<file path="src/lmfe_pkg.sv">
// ----------------------------------------------------------------------------
// lmfe_pkg
// shared types, codes and the protected identifier function of the lin
// master frame engine
// ----------------------------------------------------------------------------
package lmfe_pkg;

    localparam int MAX_DATA_BYTES = 8;
    localparam int IN_DATA_W      = 88;
    localparam int OUT_DATA_W     = 80;

    localparam logic [7:0] BREAK_BYTE = 8'h00;
    localparam logic [7:0] SYNC_BYTE  = 8'h55;

    typedef enum logic [1:0] {
        CMD_SEND     = 2'd0,
        CMD_TX_READY = 2'd1,
        CMD_RX_BYTE  = 2'd2,
        CMD_FETCH    = 2'd3
    } t_cmd;

    typedef enum logic [2:0] {
        PH_IDLE   = 3'd0,
        PH_BREAK  = 3'd1,
        PH_SYNC   = 3'd2,
        PH_PID    = 3'd3,
        PH_TXDATA = 3'd4,
        PH_RXDATA = 3'd5,
        PH_RXSUM  = 3'd6,
        PH_TXSUM  = 3'd7
    } t_phase;

    typedef enum logic [2:0] {
        ST_IDLE,
        ST_EXEC,
        ST_SUM,
        ST_FINISH,
        ST_OUT
    } t_state;

    typedef struct packed {
        logic load_in;
        logic exec;
        logic sum_step;
        logic finish;
        logic load_out;
    } t_ctrl;

    typedef struct packed {
        logic need_sum;
        logic sum_last;
        logic out_busy;
    } t_stat;

    typedef struct packed {
        logic [2:0]  pad;
        logic        checksum_ok;
        logic [63:0] response_data;
        logic        response_valid;
        logic        break_rate;
        logic [7:0]  tx_byte;
        logic        tx_valid;
        logic        accepted;
    } t_result;

    function automatic logic [7:0] make_pid(input logic [5:0] id);
        logic p0;
        logic p1;
        p0 = id[0] ^ id[1] ^ id[2] ^ id[4];
        p1 = ~(id[1] ^ id[3] ^ id[4] ^ id[5]);
        return {p1, p0, id};
    endfunction

endpackage

</file>
<file path="src/lin_master_frame_engine.sv">
// ----------------------------------------------------------------------------
// lin_master_frame_engine
// result: the request is captured, executed and then loaded into the output
//   register; a checksum pass (send with master data, or the received checksum
//   byte) first runs the byte-serial checksum adder over the data bytes
// throughput: one request at a time; the next is taken once the output register is free to load
// reset: synchronous active low; all channels idle, no response pending
// ----------------------------------------------------------------------------
module lin_master_frame_engine #(
    parameter int NUM_CHANNELS = 4
) (
    input  logic                             i_clk,
    input  logic                             i_rst_n,
    input  logic                             s_axis_tvalid,
    output logic                             s_axis_tready,
    // channel, frame_id, slave_responds, enhanced_checksum, data_length,
    // frame_data, rx_byte, zero pad
    input  logic [lmfe_pkg::IN_DATA_W-1:0]   s_axis_tdata,
    // command
    input  logic [1:0]                       s_axis_tuser,
    output logic                             m_axis_tvalid,
    input  logic                             m_axis_tready,
    // accepted, tx_valid, tx_byte, break_rate, response_valid,
    // response_data, checksum_ok, zero pad
    output logic [lmfe_pkg::OUT_DATA_W-1:0]  m_axis_tdata
);

    lmfe_pkg::t_ctrl ctrl;
    lmfe_pkg::t_stat stat;

    lmfe_ctrl u_ctrl (
        .i_clk      (i_clk),
        .i_rst_n    (i_rst_n),
        .i_in_valid (s_axis_tvalid),
        .i_stat     (stat),
        .o_in_ready (s_axis_tready),
        .o_ctrl     (ctrl)
    );

    lmfe_datapath #(
        .NUM_CHANNELS (NUM_CHANNELS)
    ) u_datapath (
        .i_clk       (i_clk),
        .i_rst_n     (i_rst_n),
        .i_ctrl      (ctrl),
        .i_in_tdata  (s_axis_tdata),
        .i_in_tuser  (s_axis_tuser),
        .i_out_ready (m_axis_tready),
        .o_stat      (stat),
        .o_out_valid (m_axis_tvalid),
        .o_out_tdata (m_axis_tdata)
    );

`ifndef SYNTHESIS
    a_one_at_a_time: assert property (@(posedge i_clk) disable iff (!i_rst_n)
        (s_axis_tvalid && s_axis_tready) |=> !s_axis_tready)
        else $error("request taken while another is in progress");

    a_ctrl_onehot: assert property (@(posedge i_clk) disable iff (!i_rst_n)
        $onehot0(ctrl))
        else $error("more than one datapath command at once");

    a_break_byte: assert property (@(posedge i_clk) disable iff (!i_rst_n)
        (m_axis_tvalid && m_axis_tdata[10]) |->
        (m_axis_tdata[1] && m_axis_tdata[9:2] == lmfe_pkg::BREAK_BYTE))
        else $error("break rate without a break byte");

    a_resp_accepted: assert property (@(posedge i_clk) disable iff (!i_rst_n)
        (m_axis_tvalid && m_axis_tdata[11]) |-> (m_axis_tdata[0] && !m_axis_tdata[1]))
        else $error("response reported without an accepted fetch");
`endif

endmodule

</file>
<file path="src/lmfe_ctrl.sv">
// ----------------------------------------------------------------------------
// lmfe_ctrl
// sequencer: takes one request, runs it through execute, the checksum
// pass when needed, and hands the result to the output register
// ----------------------------------------------------------------------------
module lmfe_ctrl (
    input  logic            i_clk,
    input  logic            i_rst_n,
    input  logic            i_in_valid,
    input  lmfe_pkg::t_stat i_stat,
    output logic            o_in_ready,
    output lmfe_pkg::t_ctrl o_ctrl
);

    lmfe_pkg::t_state r_state;
    lmfe_pkg::t_state n_state;

    always_ff @(posedge i_clk) begin
        if (!i_rst_n) begin
            r_state <= lmfe_pkg::ST_IDLE;
        end else begin
            r_state <= n_state;
        end
    end

    always_comb begin
        n_state    = r_state;
        o_in_ready = 1'b0;
        o_ctrl     = '0;
        case (r_state)
            lmfe_pkg::ST_IDLE: begin
                o_in_ready = 1'b1;
                if (i_in_valid) begin
                    o_ctrl.load_in = 1'b1;
                    n_state        = lmfe_pkg::ST_EXEC;
                end
            end
            lmfe_pkg::ST_EXEC: begin
                o_ctrl.exec = 1'b1;
                n_state     = i_stat.need_sum ? lmfe_pkg::ST_SUM : lmfe_pkg::ST_OUT;
            end
            lmfe_pkg::ST_SUM: begin
                o_ctrl.sum_step = 1'b1;
                if (i_stat.sum_last) begin
                    n_state = lmfe_pkg::ST_FINISH;
                end
            end
            lmfe_pkg::ST_FINISH: begin
                o_ctrl.finish = 1'b1;
                n_state       = lmfe_pkg::ST_OUT;
            end
            lmfe_pkg::ST_OUT: begin
                if (!i_stat.out_busy) begin
                    o_ctrl.load_out = 1'b1;
                    n_state         = lmfe_pkg::ST_IDLE;
                end
            end
            default: begin
                n_state = lmfe_pkg::ST_IDLE;
            end
        endcase
    end

endmodule

</file>
<file path="src/lmfe_datapath.sv">
// ----------------------------------------------------------------------------
// lmfe_datapath
// per-channel frame state, byte sequencing, end-around checksum unit
// (one byte per cycle) and the output register
// ----------------------------------------------------------------------------
module lmfe_datapath #(
    parameter int NUM_CHANNELS = 4
) (
    input  logic                                i_clk,
    input  logic                                i_rst_n,
    input  lmfe_pkg::t_ctrl                     i_ctrl,
    input  logic [lmfe_pkg::IN_DATA_W-1:0]      i_in_tdata,
    input  logic [1:0]                          i_in_tuser,
    input  logic                                i_out_ready,
    output lmfe_pkg::t_stat                     o_stat,
    output logic                                o_out_valid,
    output logic [lmfe_pkg::OUT_DATA_W-1:0]     o_out_tdata
);

    localparam int IDX_W = (NUM_CHANNELS > 1) ? $clog2(NUM_CHANNELS) : 1;

    // captured request
    lmfe_pkg::t_cmd r_cmd;
    logic [1:0]     r_ch;
    logic [5:0]     r_fid;
    logic           r_sresp;
    logic           r_enh_in;
    logic [3:0]     r_len_in;
    logic [63:0]    r_fdata;
    logic [7:0]     r_rx;

    // per-channel state
    lmfe_pkg::t_phase r_phase [NUM_CHANNELS];
    logic [7:0]       r_pid   [NUM_CHANNELS];
    logic [3:0]       r_idx   [NUM_CHANNELS];
    logic [63:0]      r_data  [NUM_CHANNELS];
    logic [3:0]       r_len   [NUM_CHANNELS];
    logic             r_dir   [NUM_CHANNELS];
    logic             r_enh   [NUM_CHANNELS];
    logic [7:0]       r_csum  [NUM_CHANNELS];
    logic             r_done  [NUM_CHANNELS];
    logic             r_taken [NUM_CHANNELS];
    logic             r_match [NUM_CHANNELS];

    // checksum unit and result
    logic [7:0]        r_acc;
    logic [3:0]        r_cnt;
    logic [63:0]       r_word;
    logic [3:0]        r_slen;
    logic              r_sum_rx;
    lmfe_pkg::t_result r_res;
    lmfe_pkg::t_result r_out;
    logic              r_out_valid;

    logic [IDX_W-1:0] ch_idx;
    logic             ch_ok;

    lmfe_pkg::t_phase cur_ph;
    logic [7:0]       cur_pid;
    logic [3:0]       cur_idx;
    logic [63:0]      cur_data;
    logic [3:0]       cur_len;
    logic             cur_dir;
    logic             cur_enh;
    logic [7:0]       cur_csum;
    logic             cur_done;
    logic             cur_taken;
    logic             cur_match;

    lmfe_pkg::t_phase n_ph;
    logic [7:0]       n_pid;
    logic [3:0]       n_idx;
    logic [63:0]      n_data;
    logic [3:0]       n_len;
    logic             n_dir;
    logic             n_enh;
    logic [7:0]       n_csum;
    logic             n_done;
    logic             n_taken;

    lmfe_pkg::t_result res;
    logic              need_sum;
    logic              sum_rx;
    logic [63:0]       sum_word;
    logic [3:0]        sum_len;
    logic [7:0]        sum_init;

    logic [3:0]  len_c;
    logic [7:0]  pid_new;
    logic [5:0]  sh;
    logic [7:0]  byte_sel;
    logic [3:0]  idx_inc;
    logic [63:0] len_mask;
    logic [8:0]  add9;
    logic [7:0]  acc_next;
    logic [7:0]  sum_val;

    assign ch_idx = IDX_W'(r_ch);
    assign ch_ok  = ({3'b000, r_ch} < 5'(NUM_CHANNELS));

    assign cur_ph    = r_phase[ch_idx];
    assign cur_pid   = r_pid[ch_idx];
    assign cur_idx   = r_idx[ch_idx];
    assign cur_data  = r_data[ch_idx];
    assign cur_len   = r_len[ch_idx];
    assign cur_dir   = r_dir[ch_idx];
    assign cur_enh   = r_enh[ch_idx];
    assign cur_csum  = r_csum[ch_idx];
    assign cur_done  = r_done[ch_idx];
    assign cur_taken = r_taken[ch_idx];
    assign cur_match = r_match[ch_idx];

    assign pid_new  = lmfe_pkg::make_pid(r_fid);
    assign sh       = {cur_idx[2:0], 3'b000};
    assign byte_sel = 8'(cur_data >> sh);
    assign idx_inc  = cur_idx + 4'd1;

    always_comb begin
        len_c = r_len_in;
        if (r_len_in == 4'd0) begin
            len_c = 4'd1;
        end else if (r_len_in > 4'(lmfe_pkg::MAX_DATA_BYTES)) begin
            len_c = 4'(lmfe_pkg::MAX_DATA_BYTES);
        end
    end

    always_comb begin
        for (int i = 0; i < 8; i++) begin
            len_mask[8*i +: 8] = (4'(i) < cur_len) ? 8'hFF : 8'h00;
        end
    end

    always_comb begin
        n_ph     = cur_ph;
        n_pid    = cur_pid;
        n_idx    = cur_idx;
        n_data   = cur_data;
        n_len    = cur_len;
        n_dir    = cur_dir;
        n_enh    = cur_enh;
        n_csum   = cur_csum;
        n_done   = cur_done;
        n_taken  = cur_taken;
        res      = '0;
        need_sum = 1'b0;
        sum_rx   = 1'b0;
        sum_word = cur_data;
        sum_len  = cur_len;
        sum_init = cur_enh ? cur_pid : 8'h00;
        if (ch_ok) begin
            case (r_cmd)
                lmfe_pkg::CMD_SEND: begin
                    if (cur_ph == lmfe_pkg::PH_IDLE && cur_taken) begin
                        n_len        = len_c;
                        n_data       = r_fdata;
                        n_dir        = r_sresp;
                        n_enh        = r_enh_in;
                        n_pid        = pid_new;
                        n_done       = 1'b0;
                        n_ph         = lmfe_pkg::PH_BREAK;
                        res.accepted = 1'b1;
                        sum_word     = r_fdata;
                        sum_len      = len_c;
                        sum_init     = r_enh_in ? pid_new : 8'h00;
                        if (r_sresp) begin
                            n_taken = 1'b0;
                        end else begin
                            need_sum = 1'b1;
                        end
                    end
                end
                lmfe_pkg::CMD_TX_READY: begin
                    case (cur_ph)
                        lmfe_pkg::PH_BREAK: begin
                            res.tx_valid   = 1'b1;
                            res.tx_byte    = lmfe_pkg::BREAK_BYTE;
                            res.break_rate = 1'b1;
                            n_ph           = lmfe_pkg::PH_SYNC;
                        end
                        lmfe_pkg::PH_SYNC: begin
                            res.tx_valid = 1'b1;
                            res.tx_byte  = lmfe_pkg::SYNC_BYTE;
                            n_ph         = lmfe_pkg::PH_PID;
                        end
                        lmfe_pkg::PH_PID: begin
                            res.tx_valid = 1'b1;
                            res.tx_byte  = cur_pid;
                            n_idx        = 4'd0;
                            if (cur_dir) begin
                                n_ph   = lmfe_pkg::PH_RXDATA;
                                n_done = 1'b0;
                            end else begin
                                n_ph = lmfe_pkg::PH_TXDATA;
                            end
                        end
                        lmfe_pkg::PH_TXDATA: begin
                            res.tx_valid = 1'b1;
                            res.tx_byte  = byte_sel;
                            n_idx        = idx_inc;
                            if (idx_inc >= cur_len) begin
                                n_idx = 4'd0;
                                n_ph  = lmfe_pkg::PH_TXSUM;
                            end
                        end
                        lmfe_pkg::PH_TXSUM: begin
                            res.tx_valid = 1'b1;
                            res.tx_byte  = cur_csum;
                            n_ph         = lmfe_pkg::PH_IDLE;
                        end
                        default: begin
                        end
                    endcase
                end
                lmfe_pkg::CMD_RX_BYTE: begin
                    if (cur_ph == lmfe_pkg::PH_RXDATA) begin
                        n_data = (cur_data & ~(64'hFF << sh)) | (64'(r_rx) << sh);
                        n_idx  = idx_inc;
                        if (idx_inc >= cur_len) begin
                            n_idx = 4'd0;
                            n_ph  = lmfe_pkg::PH_RXSUM;
                        end
                    end else if (cur_ph == lmfe_pkg::PH_RXSUM) begin
                        n_csum   = r_rx;
                        n_done   = 1'b1;
                        n_ph     = lmfe_pkg::PH_IDLE;
                        need_sum = 1'b1;
                        sum_rx   = 1'b1;
                    end
                end
                lmfe_pkg::CMD_FETCH: begin
                    if (cur_done) begin
                        n_taken            = 1'b1;
                        res.accepted       = 1'b1;
                        res.response_valid = 1'b1;
                        res.response_data  = cur_data & len_mask;
                        res.checksum_ok    = cur_match;
                    end
                end
                default: begin
                end
            endcase
        end
    end

    // end-around carry add
    assign add9     = {1'b0, r_acc} + {1'b0, r_word[7:0]};
    assign acc_next = add9[8] ? (add9[7:0] + 8'd1) : add9[7:0];
    assign sum_val  = ~r_acc;

    always_ff @(posedge i_clk) begin
        if (i_ctrl.load_in) begin
            r_cmd    <= lmfe_pkg::t_cmd'(i_in_tuser);
            r_ch     <= i_in_tdata[1:0];
            r_fid    <= i_in_tdata[7:2];
            r_sresp  <= i_in_tdata[8];
            r_enh_in <= i_in_tdata[9];
            r_len_in <= i_in_tdata[13:10];
            r_fdata  <= i_in_tdata[77:14];
            r_rx     <= i_in_tdata[85:78];
        end
    end

    always_ff @(posedge i_clk) begin
        if (i_ctrl.exec && ch_ok) begin
            r_data[ch_idx] <= n_data;
            r_len[ch_idx]  <= n_len;
        end
    end

    always_ff @(posedge i_clk) begin
        if (!i_rst_n) begin
            for (int c = 0; c < NUM_CHANNELS; c++) begin
                r_phase[c] <= lmfe_pkg::PH_IDLE;
                r_pid[c]   <= 8'h00;
                r_idx[c]   <= 4'd0;
                r_dir[c]   <= 1'b0;
                r_enh[c]   <= 1'b0;
                r_csum[c]  <= 8'hFF;
                r_done[c]  <= 1'b0;
                r_taken[c] <= 1'b1;
                r_match[c] <= 1'b0;
            end
        end else begin
            if (i_ctrl.exec && ch_ok) begin
                r_phase[ch_idx] <= n_ph;
                r_pid[ch_idx]   <= n_pid;
                r_idx[ch_idx]   <= n_idx;
                r_dir[ch_idx]   <= n_dir;
                r_enh[ch_idx]   <= n_enh;
                r_csum[ch_idx]  <= n_csum;
                r_done[ch_idx]  <= n_done;
                r_taken[ch_idx] <= n_taken;
            end
            if (i_ctrl.finish && ch_ok) begin
                if (r_sum_rx) begin
                    r_match[ch_idx] <= (r_csum[ch_idx] == sum_val);
                end else begin
                    r_csum[ch_idx] <= sum_val;
                end
            end
        end
    end

    always_ff @(posedge i_clk) begin
        if (i_ctrl.exec) begin
            r_acc    <= sum_init;
            r_cnt    <= 4'd0;
            r_word   <= sum_word;
            r_slen   <= sum_len;
            r_sum_rx <= sum_rx;
            r_res    <= res;
        end else if (i_ctrl.sum_step) begin
            r_acc  <= acc_next;
            r_cnt  <= r_cnt + 4'd1;
            r_word <= r_word >> 8;
        end
    end

    always_ff @(posedge i_clk) begin
        if (!i_rst_n) begin
            r_out_valid <= 1'b0;
        end else if (i_ctrl.load_out) begin
            r_out_valid <= 1'b1;
        end else if (i_out_ready) begin
            r_out_valid <= 1'b0;
        end
    end

    always_ff @(posedge i_clk) begin
        if (i_ctrl.load_out) begin
            r_out <= r_res;
        end
    end

    assign o_stat.need_sum = need_sum;
    assign o_stat.sum_last = ((r_cnt + 4'd1) == r_slen);
    assign o_stat.out_busy = r_out_valid && !i_out_ready;
    assign o_out_valid     = r_out_valid;
    assign o_out_tdata     = r_out;

endmodule

</file>
<file path="config.mk">
export PLATFORM = sky130hd
export DESIGN_NAME = lin_master_frame_engine
export DESIGN_NICKNAME = d
export VERILOG_FILES = /design/src/lmfe_pkg.sv /design/src/lin_master_frame_engine.sv /design/src/lmfe_ctrl.sv /design/src/lmfe_datapath.sv
export SDC_FILE = /design/constraint.sdc
export NUM_CORES = 1
export LEC_CHECK = 0
export BUFFER_PORTS_ARGS = -buffer_cell sky130_fd_sc_hd__buf_4
export CAP_MARGIN = 10
export CORE_AREA = 2 2 408 309
export DETAILED_ROUTE_END_ITERATION = 12
export DIE_AREA = 0 0 410 311
export HOLD_SLACK_MARGIN = 0.03
export PLACE_DENSITY_LB_ADDON = 0.15
export SETUP_SLACK_MARGIN = 0.02
export SKIP_CTS_REPAIR_TIMING = 1
export SLEW_MARGIN = 20
export SYNTH_ARGS = -nofsm -noshare
export SYNTH_HDL_FRONTEND = slang
export SYNTH_HIERARCHICAL = 1
export SYNTH_SLANG_ARGS = --single-unit
export TNS_END_PERCENT = 100
</file>
<file path="constraint.sdc">
create_clock -name i_clk -period 15.5 [get_ports i_clk]
set_clock_uncertainty 0.05 [all_clocks]
set_input_delay 3.1 -clock i_clk [delete_from_list [all_inputs] [get_ports i_clk]]
set_output_delay 3.1 -clock i_clk [all_outputs]
set_load 0.1 [all_outputs]
</file>
# [Word level (Yosys, flattened, before mapping)]
# Memory sizes are Yosys's and may differ from the RTL's. A register that Yosys moved wholly into a read port is not among the register bits.
# Cells that the tools add are included.
[op_classes] addsub=4 order_cmp=10 n_eq_ne=19 shifts=3 mux=133 bitwise_logic=13 n_reduce_logical=21
[ops] op="64-bit 2-to-1 mux" count=5
[ops] op="8-bit 2-to-1 mux" count=23
[ops] op="64-bit AND" count=2
[ops] op="64-bit case mux with 2 select lines" count=1
[ops] op="64-bit NOT" count=1
[ops] op="64-bit OR" count=1
[ops] op="8-bit by 6-bit << shifter with 64-bit output" count=1
[ops] op="8-bit by 6-bit << shifter with 64-bit output, first input constant" count=1
[ops] op="64-bit by 6-bit right shift with 8-bit output" count=1
[ops] op="1-bit 2-to-1 mux" count=58
[ops] op="9-bit case mux with 5 select lines" count=1
[ops] op="2-bit 2-to-1 mux" count=19
[ops] op="3-bit 2-to-1 mux" count=10
[ops] op="3-bit case mux with 5 select lines" count=2
[ops] op="4-bit 2-to-1 mux" count=7
[ops] op="3-bit by 4-bit less-than comparator with 1-bit output, first input constant" count=4
[ops] op="4-bit case mux with 2 select lines" count=2
[ops] op="8-bit OR reduction" count=2
[ops] op="3-bit equality test, second input constant" count=5
[ops] op="3-bit by 2-bit equality test with 1-bit output, second input constant" count=4
[ops] op="8-bit by 8-bit adder with 9-bit output" count=1
[ops] op="3-bit case mux with 3 select lines" count=1
[ops] op="4-bit by 1-bit adder with 4-bit output, second input constant" count=2
[ops] op="8-bit by 1-bit adder with 8-bit output, second input constant" count=1
[ops] op="other kinds (27)" count=48
[word_totals] register_bits=326 mem_bits_rw=384 wordCells=242 mem_count=11
[memory_table] memory="u_datapath.r_data" words=4 width=64 read_ports=1 rd_clocked_by_memory_dff=1 wr=1 line="lmfe_datapath.sv:36" source="logic [63:0] r_data [NUM_CHANNELS];"
[memory_table] memory="u_datapath.r_csum" words=4 width=8 read_ports=1 rd_clocked_by_memory_dff=1 wr=4 line="lmfe_datapath.sv:40" source="logic [7:0] r_csum [NUM_CHANNELS];"
[memory_table] memory="u_datapath.r_pid" words=4 width=8 read_ports=1 rd_clocked_by_memory_dff=1 wr=4 line="lmfe_datapath.sv:34" source="logic [7:0] r_pid [NUM_CHANNELS];"
[memory_table] memory="u_datapath.r_idx" words=4 width=4 read_ports=1 rd_clocked_by_memory_dff=1 wr=4 line="lmfe_datapath.sv:35" source="logic [3:0] r_idx [NUM_CHANNELS];"
[memory_table] memory="u_datapath.r_len" words=4 width=4 read_ports=1 rd_clocked_by_memory_dff=1 wr=1 line="lmfe_datapath.sv:37" source="logic [3:0] r_len [NUM_CHANNELS];"
[memory_table] memory="u_datapath.r_phase" words=4 width=3 read_ports=1 rd_clocked_by_memory_dff=1 wr=4 line="lmfe_datapath.sv:33" source="lmfe_pkg::t_phase r_phase [NUM_CHANNELS];"
[memory_table] memory="+5 memories"

# [Logic depth before layout (Yosys ltp)]
[depth] word_depth=8 depth_mapped=16 ltp_nobuf=13

# [By module]
# The synthesis kept the hierarchy.
[modules_own_cells] mod="lmfe_datapath" instances=1 cells_each=2039 area_per_inst_um2=30476.7
[modules_own_cells] mod="lmfe_ctrl" instances=1 cells_each=23 area_per_inst_um2=212.7

# [Worst setup path after synthesis]
# Ideal clock, no wire load.
[synth_timing] path_type="input to register" start="input s_axis_tvalid" end="register (tool-made name)" setup_ns=0.104 arrival_ns=13.393 slack_ns=1.953 stages=2 n_path_buf=0 cell_sequence="nor4b_1 > mux2_2"
[synth_lines] element="from (decl)" line="lin_master_frame_engine.sv:14" source="input logic s_axis_tvalid,"

==> flow_metrics.py <==
metrics = {
    "sta": {
        "finalCriticalPeriod_ps": 5587,
        "period_share": 0.3604,
        "drv_slew": 0,
        "setup_tns_ps": 0,
        "rsz0062_at_grt": "false",
        "hold_violations": 0,
        "tightest_slew_ps": 1056,
        "slew_headroom": 0.2957,
        "fmax_ghz": 0.1790,
        "finalSetupViolCount": 0,
    },
    "placement": {
        "dp.cells": 3801,
        "place_congestion": 0.8195,
        "place.port_buffers": 170,
        "dp_hpwl_um": 68410,
        "place_area_mm2": 0.03382,
    },
    "detailed_routing": {
        "vias_per_cell": 4.749,
        "first_pass_iters": 6,
        "drc": 0,
        "route.antenna.remaining_nets": 0,
        "wl_per_cell_um": 25.81,
        "num_vias": 18767,
        "drt-total-wl_um": 102000,
        "dr.first_iter.drc_count": 1694,
    },
    "floorplan": {
        "die_w_um": 410,
        "ioPinCount": 176,
        "initial_core_util": 0.2486,
        "core_area_mm2": 0.1235,
        "rows": 112,
        "die-area_mm2": 0.1275,
        "die_h_um": 311,
    },
    "flow_run": {
        "max_cap_viol_count": 0,
    },
    "worst_setup_path": {
        "max_stage_delay_ps": 940,
        "worstSetupPathType": "reg2reg",
        "crit_path_cell_trace": "buf_4, mux4_2, inv_1, ha_1, ha_1, a21oi_1, o21ai_0, a211oi_1, nor4_1, nor3b_1",
        "critPathLaunchType": "flop",
        "critPathMaxFanout": 37,
        "crit_path_end_kind": "flop",
        "required_ps": 15830,
        "arrival_ps": 5920,
        "cp_common_cell": "ha_1",
        "cp_slowest_cell": "mux4_2",
        "r2r_cells": 10,
    },
    "synth": {
        "yosysUniqueCellTypes": 68,
        "yosysSeqAreaShare": 0.6905,
        "synthTopCellsByArea": "edfxtp_1, mux4_2, nand2_1",
        "synth_top_area_share": 0.6761,
        "async_flop_share": 0,
        "yosysWarnings": 6,
        "synthCells": 2062,
        "syn_avg_cell_area_um2": 14.88,
        "syn_area_mm2": 0.03069,
        "ys_ff_latch": 713,
        "synth_edf_count": 691,
        "ys.flop_type": "edfxtp_1",
        "synth_area_leader_cell": "edfxtp_1",
    },
    "cts": {
        "clk_latency_ps": 680,
        "cts.clk_slew.worst_paths_ps": 60,
        "numCtsBuffers": 81,
        "cts_tree": "done",
        "cts.htree.levels": 3,
        "clock_tree.buffer_depth": 3,
        "cts.sinks": 713,
        "root_buffer": "clkbuf_16",
    },
    "power_and_ir_drop": {
        "finalPower_mw": 4.916,
        "p_per_area_mw_per_mm2": 134.5,
        "ir_worst_vdd_v": 0.00007777,
        "cellLeakagePower_nw": 12.40,
    },
    "finish": {
        "final_nets": 2350,
        "stdcell_count": 3952,
        "utilization": 0.2961,
        "drive_above_1_share": 0.2152,
        "syn2layout_area_growth_pct": 19.13,
        "finish.instance_area_mm2": 0.03656,
    },
    "global_routing": {
        "grt_max_degree": 81,
        "antenna_found_initial": 11,
        "grt_usage": 0.1577,
        "grt_pass1_vias": 18847,
        "grt_pass1_wl_um": 143800,
        "grt_remaining_overflow": 0,
    },
    "hold_path": {
        "hold_class": "reg2reg",
        "hold_depth": 0,
    },
    "outcome": {
        "outcome": "finished, final reports clean",
    },
}
per-stage QoR:
stage               worst slack, ps  hold WS [ps]
floorplan                      1953         350.3
global placement               9781         359.6
detailed placement             9823         354.5
CTS                            9837         368.1
global route                   9485         371.8
finish                         9913         367.0
final timing paths:
path	to	from	slack, ps
max	u_datapath/r_phase[2][0]$_SDFFCE_PN0P_	flop	9910
min	u_datapath/o_out_tdata[72]$_DFFE_PP_	u_datapath/r_res[72]$_SDFFCE_PN0P_	370
max reg2reg	u_datapath/r_phase[2][0]$_SDFFCE_PN0P_	flop	9910
min reg2reg	u_datapath/o_out_tdata[72]$_DFFE_PP_	u_datapath/r_res[72]$_SDFFCE_PN0P_	370
synth_stat cells, types with 3 or more instances:
master / instances
or2_2: 4
a31oi_1: 64
a22oi_1: 11
o211ai_1: 9
buf_2: 34
dfxtp_1: 22
edfxtp_1: 691
nand3_1: 35
nand2b_1: 10
a21boi_1: 40
buf_6: 7
mux2i_1: 16
a21o_1: 4
xnor2_1: 23
inv_1: 34
a211oi_1: 4
nand4_1: 5
nand2_1: 341
nor4_2: 6
nor2b_1: 10
nand3b_1: 3
buf_4: 9
nor4_1: 4
xor2_1: 10
mux4_2: 110
mux2_2: 15
nor3b_1: 10
nor4b_1: 3
ha_1: 24
o21a_1: 3
a221o_1: 52
o22ai_1: 3
a21oi_1: 33
a32oi_1: 16
or3b_2: 4
clkbuf_1: 63
and2_1: 52
o21ai_0: 35
nor3_1: 6
and3_1: 26
a21boi_0: 20
buf_1: 12
nor2_1: 146
power breakdown:
group / switching (mW) / internal (mW)
sequential: 0.0530 / 2.23
combinational: 0.435 / 0.202
clock: 0.801 / 1.19
final cells by class:
cell class                      instances  area (um2)
Tap cell                             1653        2068
Sequential cell                       713       21200
Inverter                               34       127.6
Antenna cell                            3       7.507
Fill cell                           12379       86900
Clock inverter                         49       606.8
Multi-Input combinational cell       1192        8869
Clock buffer                           99        2116
Timing Repair Buffer                  209        1569
worst max-delay path, delay by kind of cell (launching register included):
family                     cells  cell delay, ps
buffers and inverters          2            1050
muxes                          1             940
AOI/OAI and AO/OA              3             810
adders and majority gates      2             800
and+or+nand+nor                2             800
DFF                            1             760
placed cells by master, fill, tap and decap left out, types with 17 or more instances in the layout:
| master | synthesis | layout |
|---|---|---|
| inv_1 | 34 | 31 |
| nor2_1 | 146 | 146 |
| clkbuf_16 | 0 | 82 |
| a21boi_1 | 40 | 40 |
| buf_4 | 9 | 209 |
| nand3_1 | 35 | 34 |
| a21boi_0 | 20 | 20 |
| xnor2_1 | 23 | 23 |
| a221o_1 | 52 | 52 |
| a21oi_1 | 33 | 33 |
| dfxtp_1 | 22 | 20 |
| and2_1 | 52 | 51 |
| a31oi_1 | 64 | 61 |
| edfxtp_1 | 691 | 691 |
| and3_1 | 26 | 24 |
| nand2_1 | 341 | 341 |
| clkbuf_1 | 63 | 17 |
| o21ai_0 | 35 | 35 |
| mux4_2 | 110 | 110 |
| ha_1 | 24 | 23 |
per-layer routing:
layer / track usage / wire length [um] / vias up
met3: 0.04040 / 7298 / 130
met5: 0 / 34 / -
met4: 0.04052 / 2252 / 6
met1: 0.2258 / 47280 / 9705
met2: 0.2364 / 45120 / 665
li1: - / - / 8261
kinds of logic (layout without fill, tap and decap cells):
| kind of cell | after synthesis | in the layout | share of synthesized area |
|---|---|---|---|
| simple gates | 677 | 677 | 0.1002 |
| xor+xnor | 33 | 33 | 0.009418 |
| compound gates | 312 | 312 | 0.07375 |
| mux | 142 | 142 | 0.09194 |
| buf+inv | 159 | 391 | 0.02365 |
| fa+ha+maj | 25 | 25 | 0.01044 |
| other cells | 1 | 6 | 0.0001222 |
| flops | 713 | 713 | 0.6905 |
flip-flops by register name, summed over array words and instances (netlist names), 6 cells and up, named ones only:
signal	flops
u_datapath/r_rx	8
u_datapath/r_res	77
u_datapath/r_acc	8
u_datapath/o_out_tdata	77
u_datapath/r_len	16
u_datapath/r_pid	32
u_datapath/r_idx	16
u_datapath/r_word	64
u_datapath/r_fid	6
u_datapath/r_csum	32
u_datapath/r_fdata	64
u_datapath/r_phase	12
u_datapath/r_data	256
(Power assumes the default switching activity.)
